$ cat src/hw/rtl/prt_pkg.sv
// Package for the port rights table: request and status codes and the
// structs for the command broadcast to the cells and their flags. No dependencies.
`default_nettype none
package prt_pkg;
  localparam int unsigned PortW = 32;
  localparam int unsigned TaskW = 31;

  typedef enum logic [2:0] {
    REQ_REGISTER = 3'd0,
    REQ_CHECK_EXCL = 3'd1,
    REQ_CAN_SEND = 3'd2,
    REQ_CAN_RECV = 3'd3,
    REQ_TRANSFER = 3'd4,
    REQ_VERIFY = 3'd5,
    REQ_RSVD6 = 3'd6,
    REQ_RSVD7 = 3'd7
  } req_e;

  typedef enum logic [1:0] {
    ST_OK = 2'd0,
    ST_DENIED = 2'd1,
    ST_NOT_FOUND = 2'd2,
    ST_FULL = 2'd3
  } status_e;

  // Broadcast to every cell in the row.
  typedef struct packed {
    logic             look;   // evaluate match flags
    logic             wr;     // apply a write
    logic [PortW-1:0] port;
    logic [TaskW-1:0] task_a; // source or owner
    logic [TaskW-1:0] task_b; // destination
    logic             right;
  } cell_cmd_t;

  // Per-cell status flags, registered in each cell and gathered across the row by the top.
  typedef struct packed {
    logic match_a;  // entry (port, task_a) exists
    logic rights_send;
    logic rights_recv;
    logic match_b;  // entry (port, task_b) exists
    logic other_rx; // receiver other than task_a/task_b
  } cell_flag_t;
endpackage
`default_nettype wire

$ cat src/hw/rtl/prt_cell.sv
// One table slot. Holds an entry and registers its match flags.
// Depends on prt_pkg.
`default_nettype none
module prt_cell (
  input  logic              clk_i,
  input  logic              rst_ni,
  input  prt_pkg::cell_cmd_t cmd_i,
  input  logic              free_in_i,   // some lower cell is free
  input  logic              set_src_i,   // clear receive of task_a entry
  input  logic              wr_b_i,      // OR right into task_b entry
  input  logic              ins_b_i,     // insert task_b entry if first free
  output logic              free_out_o,
  output prt_pkg::cell_flag_t flag_o
);
  import prt_pkg::*;

  logic             valid_q;
  logic [PortW-1:0] port_q;
  logic [TaskW-1:0] owner_q;
  logic [1:0]       rights_q, rights_d;
  logic             port_hit, hit_a, hit_b, take;
  cell_flag_t       flag_d, flag_q;

  assign port_hit = valid_q && (port_q == cmd_i.port);
  assign hit_a = port_hit && (owner_q == cmd_i.task_a);
  assign hit_b = port_hit && (owner_q == cmd_i.task_b);
  assign free_out_o = free_in_i || !valid_q;
  assign take = cmd_i.wr && ins_b_i && !valid_q && !free_in_i;

  always_comb begin
    flag_d.match_a = hit_a;
    flag_d.rights_send = hit_a && rights_q[0];
    flag_d.rights_recv = hit_a && rights_q[1];
    flag_d.match_b = hit_b;
    flag_d.other_rx = port_hit && !hit_a && !hit_b && rights_q[1];
  end

  // A transfer to the same task clears and then sets receive on one entry.
  always_comb begin
    rights_d = rights_q;
    if (set_src_i && hit_a) rights_d[1] = 1'b0;
    if (wr_b_i && hit_b) rights_d = rights_d | (cmd_i.right ? 2'b10 : 2'b01);
  end

  always_ff @(posedge clk_i or negedge rst_ni) begin
    if (!rst_ni) begin
      valid_q <= 1'b0;
      flag_q <= '0;
    end else begin
      if (cmd_i.look) flag_q <= flag_d;
      if (take) valid_q <= 1'b1;
    end
  end

  always_ff @(posedge clk_i) begin
    if (cmd_i.wr) begin
      if (take) begin
        port_q <= cmd_i.port;
        owner_q <= cmd_i.task_b;
        rights_q <= cmd_i.right ? 2'b10 : 2'b01;
      end else begin
        rights_q <= rights_d;
      end
    end
  end

  assign flag_o = flag_q;
endmodule
`default_nettype wire
$ cat config.mk
export PLATFORM = sky130hd
export DESIGN_NAME = prt_cell
export DESIGN_NICKNAME = d
export VERILOG_FILES = /design/src/hw/rtl/prt_pkg.sv /design/src/hw/rtl/prt_cell.sv
export SDC_FILE = /design/constraint.sdc
export NUM_CORES = 1
export LEC_CHECK = 0
export ABC_AREA = 1
export BUFFER_PORTS_ARGS = -buffer_cell sky130_fd_sc_hd__clkbuf_2
export CELL_PAD_IN_SITES_DETAIL_PLACEMENT = 0
export CELL_PAD_IN_SITES_GLOBAL_PLACEMENT = 2
export CORE_AREA = 3 3 91 136
export CTS_CLUSTER_DIAMETER = 40
export DETAILED_ROUTE_END_ITERATION = 8
export DIE_AREA = 0 0 94 139
export PLACE_DENSITY = 0.91
export SLEW_MARGIN = 20
export SYNTH_ARGS = -nofsm -noshare
export SYNTH_HDL_FRONTEND = slang
export SYNTH_SLANG_ARGS = --single-unit
export TNS_END_PERCENT = 5
$ cat constraint.sdc
create_clock -name clk_i -period 5.1 [get_ports clk_i]
set_input_delay 0.765 -clock clk_i [delete_from_list [all_inputs] [get_ports clk_i]]
set_output_delay 0.765 -clock clk_i [all_outputs]
set_load 0.02 [all_outputs]
==> Word level (Yosys, flattened, before mapping) <==
Cells that the tools add are included.
{ "op_classes": {"n_eq_ne": 3, "muxes": 4, "bitwise": 1, "n_reduce_logical": 21} }
{ "ops": {"columns": ["op", "n"], "rows": [
  ["equality test 31 bit", 2],
  ["equality test 32 bit", 1],
  ["logical AND 1 bit", 13],
  ["2-to-1 mux 2 bit", 3],
  ["zero test 1 bit", 4],
  ["AND reduction 2 bit", 2],
  ["OR 2 bit", 1],
  ["nonzero test 2 bit", 1],
  ["logical OR 1 bit", 1],
  ["2-to-1 mux 1 bit", 1]
]} }
{ "word_totals": {"regBits": 71, "in_bits": 103, "elab_cells": 39} }

==> Logic depth before layout (Yosys ltp) <==
Gate-level depths: netlist of run 1.
{ "depth": {"ltp_word": 8, "mapped_depth": 12, "ltp_nobuf": 12} }

==> Worst setup path before layout of run 1 <==
Ideal clock, no wire load.
{ "synth_timing": {"kind": "input to register", "from": "in free_in_i", "to": "reg rights_q[1] (data pin)", "setup_time_ps": 253, "arrival_ps": 2462, "slack_ps": 2385, "cell_stages": 6, "path_buffers": 0, "cell_sequence": "inv_1 > nand4_1 > inv_1 > nor2_1 > nand2_1 > nand2_1"} }
{ "synth_via": {"elab_chain_len": 3} }
{ "synth_rtl": {"columns": ["element", "line", "source"], "rows": [
  ["start: declaration", "prt_cell.sv:8", "input logic free_in_i,"],
  ["zero test 1 bit", "prt_cell.sv:28", "assign take = cmd_i.wr && ins_b_i && !valid_q && !free_in_i;"],
  ["logical AND 1 bit", "prt_cell.sv:28", null],
  ["2-to-1 mux 2 bit", "prt_cell.sv:57", "if (take) begin"],
  ["end signal: assignment", "prt_cell.sv:60", "rights_q <= cmd_i.right ? 2'b10 : 2'b01;"],
  ["end signal: assignment", "prt_cell.sv:62", "rights_q <= rights_d;"],
  ["end: declaration", "prt_cell.sv:20", "logic [1:0] rights_q, rights_d;"]
]} }
Every way passes these cells.
A chain may end at the register's enable or synchronous reset.

==> Worst setup path in the final report of run 1 <==
{ "layout_timing": {"from": "in free_in_i", "to": "reg port_q[0] (enable)"} }
{ "layout_via": {"elab_chain_len": 3} }
{ "layout_rtl": {"columns": ["element", "line", "source"], "rows": [
  ["zero test 1 bit", "prt_cell.sv:28", null],
  ["logical AND 1 bit", "prt_cell.sv:28", null],
  ["AND reduction 2 bit (no line)", null, null],
  ["end signal: assignment", "prt_cell.sv:58", "port_q <= cmd_i.port;"],
  ["end: declaration", "prt_cell.sv:18", "logic [PortW-1:0] port_q;"]
]} }
Every way passes these cells.

==> results of run 1 <==
## through the flow
stage / setup WS, ns / instances
2_1_floorplan: 2.385 / 386
3_3_place_gp: 2.557 / 645
3_5_place_dp: 2.506 / 645
4_1_cts: 2.859 / 661
5_1_grt: 2.668 / 661
6_report: 2.887 / 661
## power breakdown
group | leakage, nW | internal (mW) | switching, mW
Combinational | 1.31 | 0.0523 | 0.0502
Clock | 0.182 | 0.554 | 0.231
Sequential | 0.665 | 0.636 | 0.000590
Total | 2.15 | 1.24 | 0.282
## critical path: stages
cell and delay, ns:
clkbuf_2 0.08, inv_1 0.06, nand4_1 0.17, inv_2 0.57
buf_4 0.50
## cell type report
| cell class | instances | share of cell area |
|---|---|---|
| clock buffer | 11 | 0.05271 |
| clock inverter | 5 | 0.02662 |
| inverter | 56 | 0.04384 |
| multi-input combinational | 259 | 0.2850 |
| sequential | 71 | 0.4384 |
| tap | 150 | 0.03914 |
| timing repair buffer | 109 | 0.1143 |
## worst paths after layout
| check | endpoint | slack [ns] | from |
|---|---|---|---|
| max | port_q[0] | 2.89 | free_in_i |
| min | valid_q | 0.25 | rst_ni |
| max reg2reg | port_q[0] | 2.98 | valid_q |
| min reg2reg | flag_o[0] | 0.49 | flag_o[0] |
| max in group asynchronous | flag_o[4] | 4.70 | rst_ni |
| min in group clk_i | flag_o[0] | 0.49 | flag_o[0] |
## cells in the mapped netlist
library cell | n | area, sq um
a21boi_0 | 1 | 7.510
a21oi_1 | 1 | 5.000
clkinv_1 | 7 | 26.28
dfrtp_1 | 6 | 150.1
edfxtp_1 | 65 | 1952
inv_1 | 46 | 172.7
inv_2 | 3 | 11.26
nand2_1 | 96 | 360.4
nand2_2 | 2 | 12.51
nand3_1 | 6 | 30.03
nand3_2 | 3 | 30.03
nand3b_1 | 1 | 7.510
nand4_1 | 5 | 31.28
nor2_1 | 66 | 247.7
nor2_2 | 3 | 18.77
nor2_4 | 2 | 22.52
nor3_1 | 2 | 10.01
o21ai_0 | 1 | 5.000
o21ai_1 | 6 | 30.03
o22ai_1 | 2 | 12.51
or2_2 | 3 | 18.77
xnor2_1 | 31 | 271.5
xor2_1 | 28 | 245.2
## state kept, by name, indices dropped and copies added (netlist names)
register and flops:
flag_o 5, rights_q 2, port_q 32, valid_q 1
owner_q 31
## logic make-up after synthesis
group	count (synthesis)
and+or+nand+nor	189
DFF	71
xor gates and xnor gates	59
buffers and inverters	56
AOI/OAI and AO/OA	11
## per-layer routing
layer / vias to the layer above / part of all wire / wire (microns)
met5: - / 0 / 0
met4: 0 / 0.014 / 106
met3: 8 / 0.066 / 508
met2: 82 / 0.54 / 4138
met1: 1214 / 0.38 / 2951
li1: 1453 / - / -
==> flow_summary.json, run 1 <==
{
  "final_common_cell": "clkbuf_2",
  "holdWs_ns": 0.2532,
  "grt_antenna_before_repair": 0,
  "tightestPinTransition_ns": 0.7036,
  "fillers": 1145,
  "timing.final.crit_share": 0.4339,
  "grt_use_total": 0.1193,
  "setup_viol": 0,
  "place_area_sq_um": 4414,
  "postSynthAreaPerCell_sq_um": 9.530,
  "rows": 48,
  "tns_ns": 0,
  "hp-class": "input port to async pin",
  "portBuffers": 108,
  "cp.required_ns": 5.08,
  "cts_inserted_buffers": 9,
  "ys_seq_area_frac": 0.5714,
  "utilization": 0.4202,
  "vias_per_cell": 4.171,
  "yosysUniqueCellTypes": 23,
  "regArea_sq_um": 2102,
  "cap_viol_max_count": 0,
  "fin_nets": 609,
  "drc_errors": 0,
  "synth_fa_ha_area_frac": 0,
  "wirelength_mm": 7.704,
  "drive_above_1_share": 0.2779,
  "n_antenna_cell": 0,
  "vias": 2757,
  "busiest_layer": "met2",
  "grt_overflow": 0,
  "clk_latency_ns": 0.33,
  "rsz0062_at_grt": "no",
  "synthSimpleGateAreaFrac": 0.2146,
  "arrival_ns": 2.19,
  "grt_max_degree": 34,
  "cts_hold_buf": 0,
  "crit_type": "input port to register",
  "yosysWarnings": 0,
  "clock_sinks": 71,
  "clock_tree.root_cell": "clkbuf_16",
  "synth-compound-area-share": 0.01633,
  "path_max_fanout": 33,
  "max-clock-path-buffers": 2,
  "finClkSkew_ns": 0.004246,
  "die_height_microns": 139,
  "firstDrtPassIters": 4,
  "synth.area.mux_share": 0,
  "max-vdd-ir-drop_mv": 0.2155,
  "coreArea_sq_um": 11410,
  "die_x_microns": 94,
  "start_util": 0.3224,
  "postRouteAntennaNets": 0,
  "layout_common_cells": "clkbuf_2 (108), nand2_1 (96), nor2_1 (66), edfxtp_1 (65), inv_1 (45)",
  "rr_worst_depth": 4,
  "cts_tree": "built",
  "clkTransAtPathRegs_ns": 0.06,
  "globalplace.congestion": 0.7110,
  "syn_nets": 489,
  "cts_max_level": 3,
  "relSlewSlack": 0.5303,
  "yosys.area_share.xor_xnor": 0.1405,
  "dieArea_sq_um": 13070,
  "synth_top_family_by_area": "simple AND/OR/NAND/NOR gates",
  "maxSlewViolCount": 0,
  "syn_to_final_growth_pct": 30.34,
  "multiInputGateArea_sq_um": 1366,
  "grt_pass1_wl_mm": 12.20,
  "start_kind": "input port",
  "endpoint_kind": "register",
  "met1_usage": 0.1260,
  "ys_ff_latch": 71,
  "cts.repair.resized": 0,
  "hold_viol": 0,
  "mappedNetlistArea_sq_um": 3679,
  "synthCells": 386,
  "period_minus_slack_ns": 2.213,
  "use_met2": 0.2190,
  "ioPinCount": 109,
  "power_leakage_nw": 2.155,
  "p_per_area_nw_per_um2": 317.9,
  "status": "finished clean",
  "post_cts_buffers": 0,
  "total_power_mw": 1.524,
  "wl_per_cell_microns": 11.66,
  "dp_hpwl_mm": 6.207,
  "grt_pass1_vias": 2770,
  "fmax_ghz": 0.4519,
  "drtIter0Drc": 97,
  "use_met3": 0.03474,
  "design_area_sq_um": 4795
}
No activity file was read; power rests on OpenSTA's default activity.
==> run 2, diff against run 1 <==
Settings changed: CORE_AREA 3 3 91 136 to 3 3 98 147, DIE_AREA 0 0 94 139 to 0 0 101 150, PLACE_DENSITY 0.91 to 0.83.
Clock period 5.1 ns to 1.85 ns, I/O delays scaled along.
==> flow_summary.json, run 2 (synthesized netlist as in run 1, its figures left out) <==
{
  "dp_hpwl_mm": 6.629,
  "clkTransAtPathRegs_ns": 0.06,
  "holdWs_ns": 0.1450,
  "cap_viol_max_count": 0,
  "crit_type": "register to register",
  "layout_common_cells": "clkbuf_2 (108), nand2_1 (96), edfxtp_1 (65), nor2_1 (62), inv_1 (45)",
  "die_height_microns": 150,
  "fmax_ghz": 0.5883,
  "p_per_area_nw_per_um2": 773.6,
  "largest-register": "port_q",
  "cts_inserted_buffers": 9,
  "pwr-share-seq": 0.472,
  "path_delay_family": "simple AND/OR/NAND/NOR gates",
  "p_int_mw": 2.925,
  "period_minus_slack_ns": 1.700,
  "worst-path-buf-inv": 1,
  "tns_ns": 0,
  "wl_per_cell_microns": 12.27,
  "grt_use_total": 0.1127,
  "place_area_sq_um": 4466,
  "rows": 52,
  "r2r_setup_slack_ns": 0.15,
  "clk_latency_ns": 0.33,
  "design_area_sq_um": 4801,
  "grt_pass1_vias": 2802,
  "clkPwrFrac": 0.450,
  "postRouteAntennaNets": 0,
  "utilization": 0.3582,
  "portBuffers": 108,
  "fin_nets": 615,
  "netSwitchingFraction": 0.2125,
  "grt_max_degree": 35,
  "grt_antenna_before_repair": 0,
  "hp-class": "input port to register",
  "max_stage_delay_ns": 0.42,
  "setup_viol": 0,
  "p_sw_mw": 0.7892,
  "timing.final.crit_share": 0.9187,
  "max-vdd-ir-drop_mv": 0.3895,
  "hold_viol": 0,
  "globalplace.congestion": 0.7234,
  "tightestPinTransition_ns": 0.2727,
  "die_x_microns": 101,
  "dieArea_sq_um": 15150,
  "clock_sinks": 71,
  "fillers": 1404,
  "power_leakage_nw": 2.140,
  "drive_above_1_share": 0.2843,
  "vias_per_cell": 4.100,
  "wirelength_mm": 8.328,
  "cts_max_level": 3,
  "grt_pass1_wl_mm": 13.03,
  "maxSlewViolCount": 0,
  "cp.required_ns": 1.89,
  "relSlewSlack": 0.8176,
  "cpMaxStageDelayCell": "edfxtp_1",
  "crit_chain": "xor2_1 > nor2_1 > nand2_1 > nor2_2 > nand2_2 > nor2_4 > nand3_2 > nand2_2 > inv_2 > nor2_2",
  "status": "finished clean",
  "n_antenna_cell": 0,
  "cts_tree": "built",
  "grt_overflow": 0,
  "rsz0062_at_grt": "yes",
  "arrival_ns": 1.74,
  "endpoint_kind": "register",
  "path_max_fanout": 2,
  "firstDrtPassIters": 4,
  "max-clock-path-buffers": 2,
  "coreArea_sq_um": 13400,
  "clock_tree.root_cell": "clkbuf_16",
  "start_kind": "register",
  "ioPinCount": 109,
  "comb_power_share": 0.077,
  "drtIter0Drc": 82,
  "finClkSkew_ns": 0.005704,
  "final_common_cell": "clkbuf_2",
  "vias": 2784,
  "start_util": 0.2745,
  "drc_errors": 0,
  "syn_to_final_growth_pct": 30.51,
  "largest_reg_flops": 32
}
==> run 2: final timing paths <==
| check | start | endpoint | depth (start not counted) |
|---|---|---|---|
| max reg2reg | owner_q[0] | rights_q[0] | 10 |
| min reg2reg | flag_o[0] | flag_o[0] | 2 |
| min in group asynchronous | rst_ni | flag_o[4] | 2 |
| max | owner_q[0] | rights_q[0] | 10 |
| min | cmd_i[70] | port_q[7] | 1 |
| max in group asynchronous | rst_ni | flag_o[1] | 2 |
==> run 2: cell type report <==
class                           instances  area, sq um  share of cell area
Clock buffer                           10        229.0             0.04769
Sequential cell                        71         2102              0.4378
Multi-Input combinational cell        259         1381              0.2877
Inverter                               56        214.0             0.04457
Tap cell                              162        202.7             0.04222
Timing Repair Buffer                  115        620.6              0.1293
Clock inverter                          6        51.30             0.01069
==> run 2: worst register-to-register path: cells and delay by family (launching register included) <==
family	cells	cell delay [ns]
xor+xnor	1	0.19
buf+inv	1	0.05
flops	1	0.42
simple gates	8	0.76
==> run 2: power by group through the flow <==
stage | clock network (mW) | registers [mW] | logic [mW]
6_report | 1.67 | 1.75 | 0.286
5_1_grt | 1.80 | 1.75 | 0.328
4_1_cts | 1.74 | 1.75 | 0.294
3_5_place_dp | 0 | 1.79 | 0.290
3_3_place_gp | 0 | 1.79 | 0.284
2_1_floorplan | 0 | 1.79 | 0.115
==> run 2: layer usage <==
metal  vias to the layer above  GRT usage  wire length, microns
met3                         9    0.03218                   467
met5                         -          0                     0
met2                        71     0.1972                  4280
li1                       1464          -                     -
met1                      1240     0.1289                  3461
met4                         0    0.04192                   118
==> run 2: through the flow <==
| step | total power [mW] | worst slack (ns) | std cells |
|---|---|---|---|
| final | 3.714 | 0.1503 | 679 |
| after CTS | 3.787 | 0.03245 | 675 |
| after detailed placement | 2.078 | 0.04413 | 658 |
| after global routing | 3.881 | -0.008889 | 679 |
| after global placement | 2.072 | 0.06381 | 658 |
| after floorplan | 1.905 | -0.04766 | 386 |
==> run 2: timing repair <==
| action | CTS | global route |
|---|---|---|
| setup endpoints to repair | 0 | 2 |
| endpoints found under the hold margin | 6 | 0 |
| buffers inserted | 0 | 4 |
| gates resized for setup | 0 | 5 |
| hold buffers | 1 | 0 |
==> run 3, diff against run 2 <==
Settings changed: CORE_AREA 3 3 98 147 to 3 3 109 132, DIE_AREA 0 0 101 150 to 0 0 112 135.
==> flow_summary.json, run 3 (synthesized netlist as in run 1, its figures left out) <==
{
  "place_area_sq_um": 4488,
  "vias": 2756,
  "drtIter0Drc": 91,
  "globalplace.congestion": 0.7396,
  "max-clock-path-buffers": 2,
  "hold_viol": 0,
  "design_area_sq_um": 4852,
  "grt_use_total": 0.1139,
  "ioPinCount": 109,
  "layout_common_cells": "clkbuf_2 (108), nand2_1 (96), edfxtp_1 (65), nor2_1 (64), inv_1 (45)",
  "utilization": 0.3681,
  "fillers": 1376,
  "use_met3": 0.03631,
  "rsz0062_at_grt": "yes",
  "maxSlewViolCount": 0,
  "cts_max_level": 3,
  "endpoint_kind": "register",
  "max-vdd-ir-drop_mv": 0.3469,
  "clock_tree.root_cell": "clkbuf_16",
  "n_antenna_cell": 0,
  "crit_type": "register to register",
  "comb_power_share": 0.073,
  "whs_endpoint": "port_q[1]",
  "rr_worst_depth": 10,
  "cap_viol_max_count": 0,
  "timing.final.crit_share": 0.9294,
  "r2r_end": "rights_q[0]",
  "clk_latency_ns": 0.32,
  "setup_viol": 0,
  "relSlewSlack": 0.7944,
  "wirelength_mm": 8.313,
  "total_power_mw": 3.902,
  "met1_usage": 0.1370,
  "holdWs_ns": 0.1431,
  "start_kind": "register",
  "final_common_cell": "clkbuf_2",
  "drc_errors": 0,
  "place_inst": 666,
  "vias_per_cell": 4.023,
  "postRouteAntennaNets": 0,
  "grt_overflow": 0,
  "period_minus_slack_ns": 1.719,
  "pre_cts_ws_ns": 0.09794,
  "r2r_setup_slack_ns": 0.13,
  "finalNonFillerCells": 685,
  "p_int_mw": 3.125,
  "largest-register": "port_q",
  "netSwitchingFraction": 0.1991,
  "die_height_microns": 135,
  "largest_reg_flops": 32,
  "grt_max_degree": 34,
  "die_x_microns": 112,
  "cts_tree": "built",
  "clkTransAtPathRegs_ns": 0.06,
  "clock_sinks": 71,
  "p_per_area_nw_per_um2": 804.2,
  "fmax_ghz": 0.5816,
  "portBuffers": 108,
  "busiest_layer": "met2",
  "hp-start": "cmd_i[64]",
  "dieArea_sq_um": 15120,
  "start_util": 0.2791,
  "hp-class": "input port to register",
  "min_path_cells": 1,
  "cp.required_ns": 1.89,
  "r2r-start": "owner_q[6]",
  "drive_above_1_share": 0.2901,
  "cts_inserted_buffers": 9,
  "power_leakage_nw": 2.167,
  "grt_antenna_before_repair": 1,
  "finClkSkew_ns": 0.006626,
  "syn_to_final_growth_pct": 31.90,
  "pwr-share-seq": 0.450,
  "dp_hpwl_mm": 6.660,
  "p_sw_mw": 0.7769,
  "fin_nets": 615,
  "tightestPinTransition_ns": 0.3078,
  "wl_per_cell_microns": 12.14,
  "rows": 46,
  "path_max_fanout": 3,
  "tns_ns": 0,
  "use_met2": 0.1957,
  "firstDrtPassIters": 4,
  "grt_pass1_vias": 2954,
  "coreArea_sq_um": 13180,
  "status": "finished clean",
  "clkPwrFrac": 0.477,
  "arrival_ns": 1.76,
  "setup_slack_ns": 0.1306,
  "grt_pass1_wl_mm": 13.77
}
run 3: changes by cell type in the layout (fill, tap and decap cells not counted), sizes merged:
cell / previous run / this run
clkbuf: 118 / 122
clkinv: 12 / 8
run 3: power by group through the flow:
stage	Sequential (mW)	Combinational (mW)	Clock (mW)
CTS	1.75	0.292	1.93
global placement	1.79	0.283	0
finish	1.75	0.286	1.86
detailed placement	1.79	0.289	0
floorplan	1.79	0.115	0
global route	1.75	0.328	1.99
run 3: worst max path at each step:
stage	from	end	slack, ns	cells past startpoint
2_1_floorplan	valid_q	owner_q[0]	-0.05	3
3_3_place_gp	owner_q[6]	rights_q[0]	0.12	10
3_5_place_dp	owner_q[6]	rights_q[0]	0.1	10
4_1_cts	owner_q[6]	rights_q[0]	0.09	10
5_1_grt	port_q[9]	rights_q[0]	-0.02	11
6_report	owner_q[6]	rights_q[0]	0.13	10
run 3: cell type report:
cell class              instances  area [sq um]  area share
clock inverters                 2         35.03    0.007220
flip-flops and latches         71          2102      0.4332
repair buffers                115         620.6      0.1279
inverters                      56         214.0     0.04409
clock buffers                  14         294.0     0.06060
multi-input cells             259          1376      0.2837
well taps                     168         210.2     0.04332
run 3: worst max-delay path, stage by stage (launching register included):
cell and delay, ns:
edfxtp_1 0.42, xor2_1 0.18, nor2_1 0.10, nand2_1 0.06, nor2_1 0.16, nand2_2 0.09
nor2_4 0.13, nand3_2 0.09, nand2_2 0.08, inv_2 0.04, nor2_2 0.08
run 3: layer usage:
layer | vias to the layer above | routed length, microns
met5 | - | 13
met4 | 2 | 81
met3 | 7 | 520
met2 | 68 | 4042
met1 | 1215 | 3655
li1 | 1464 | -
run 3: timing repair:
item | in CTS | in global routing
hold buffers | 1 | 0
endpoints found under the setup margin | 0 | 2
setup buffers | 0 | 2
endpoints found under the hold margin | 6 | 0
resized for setup | 0 | 4
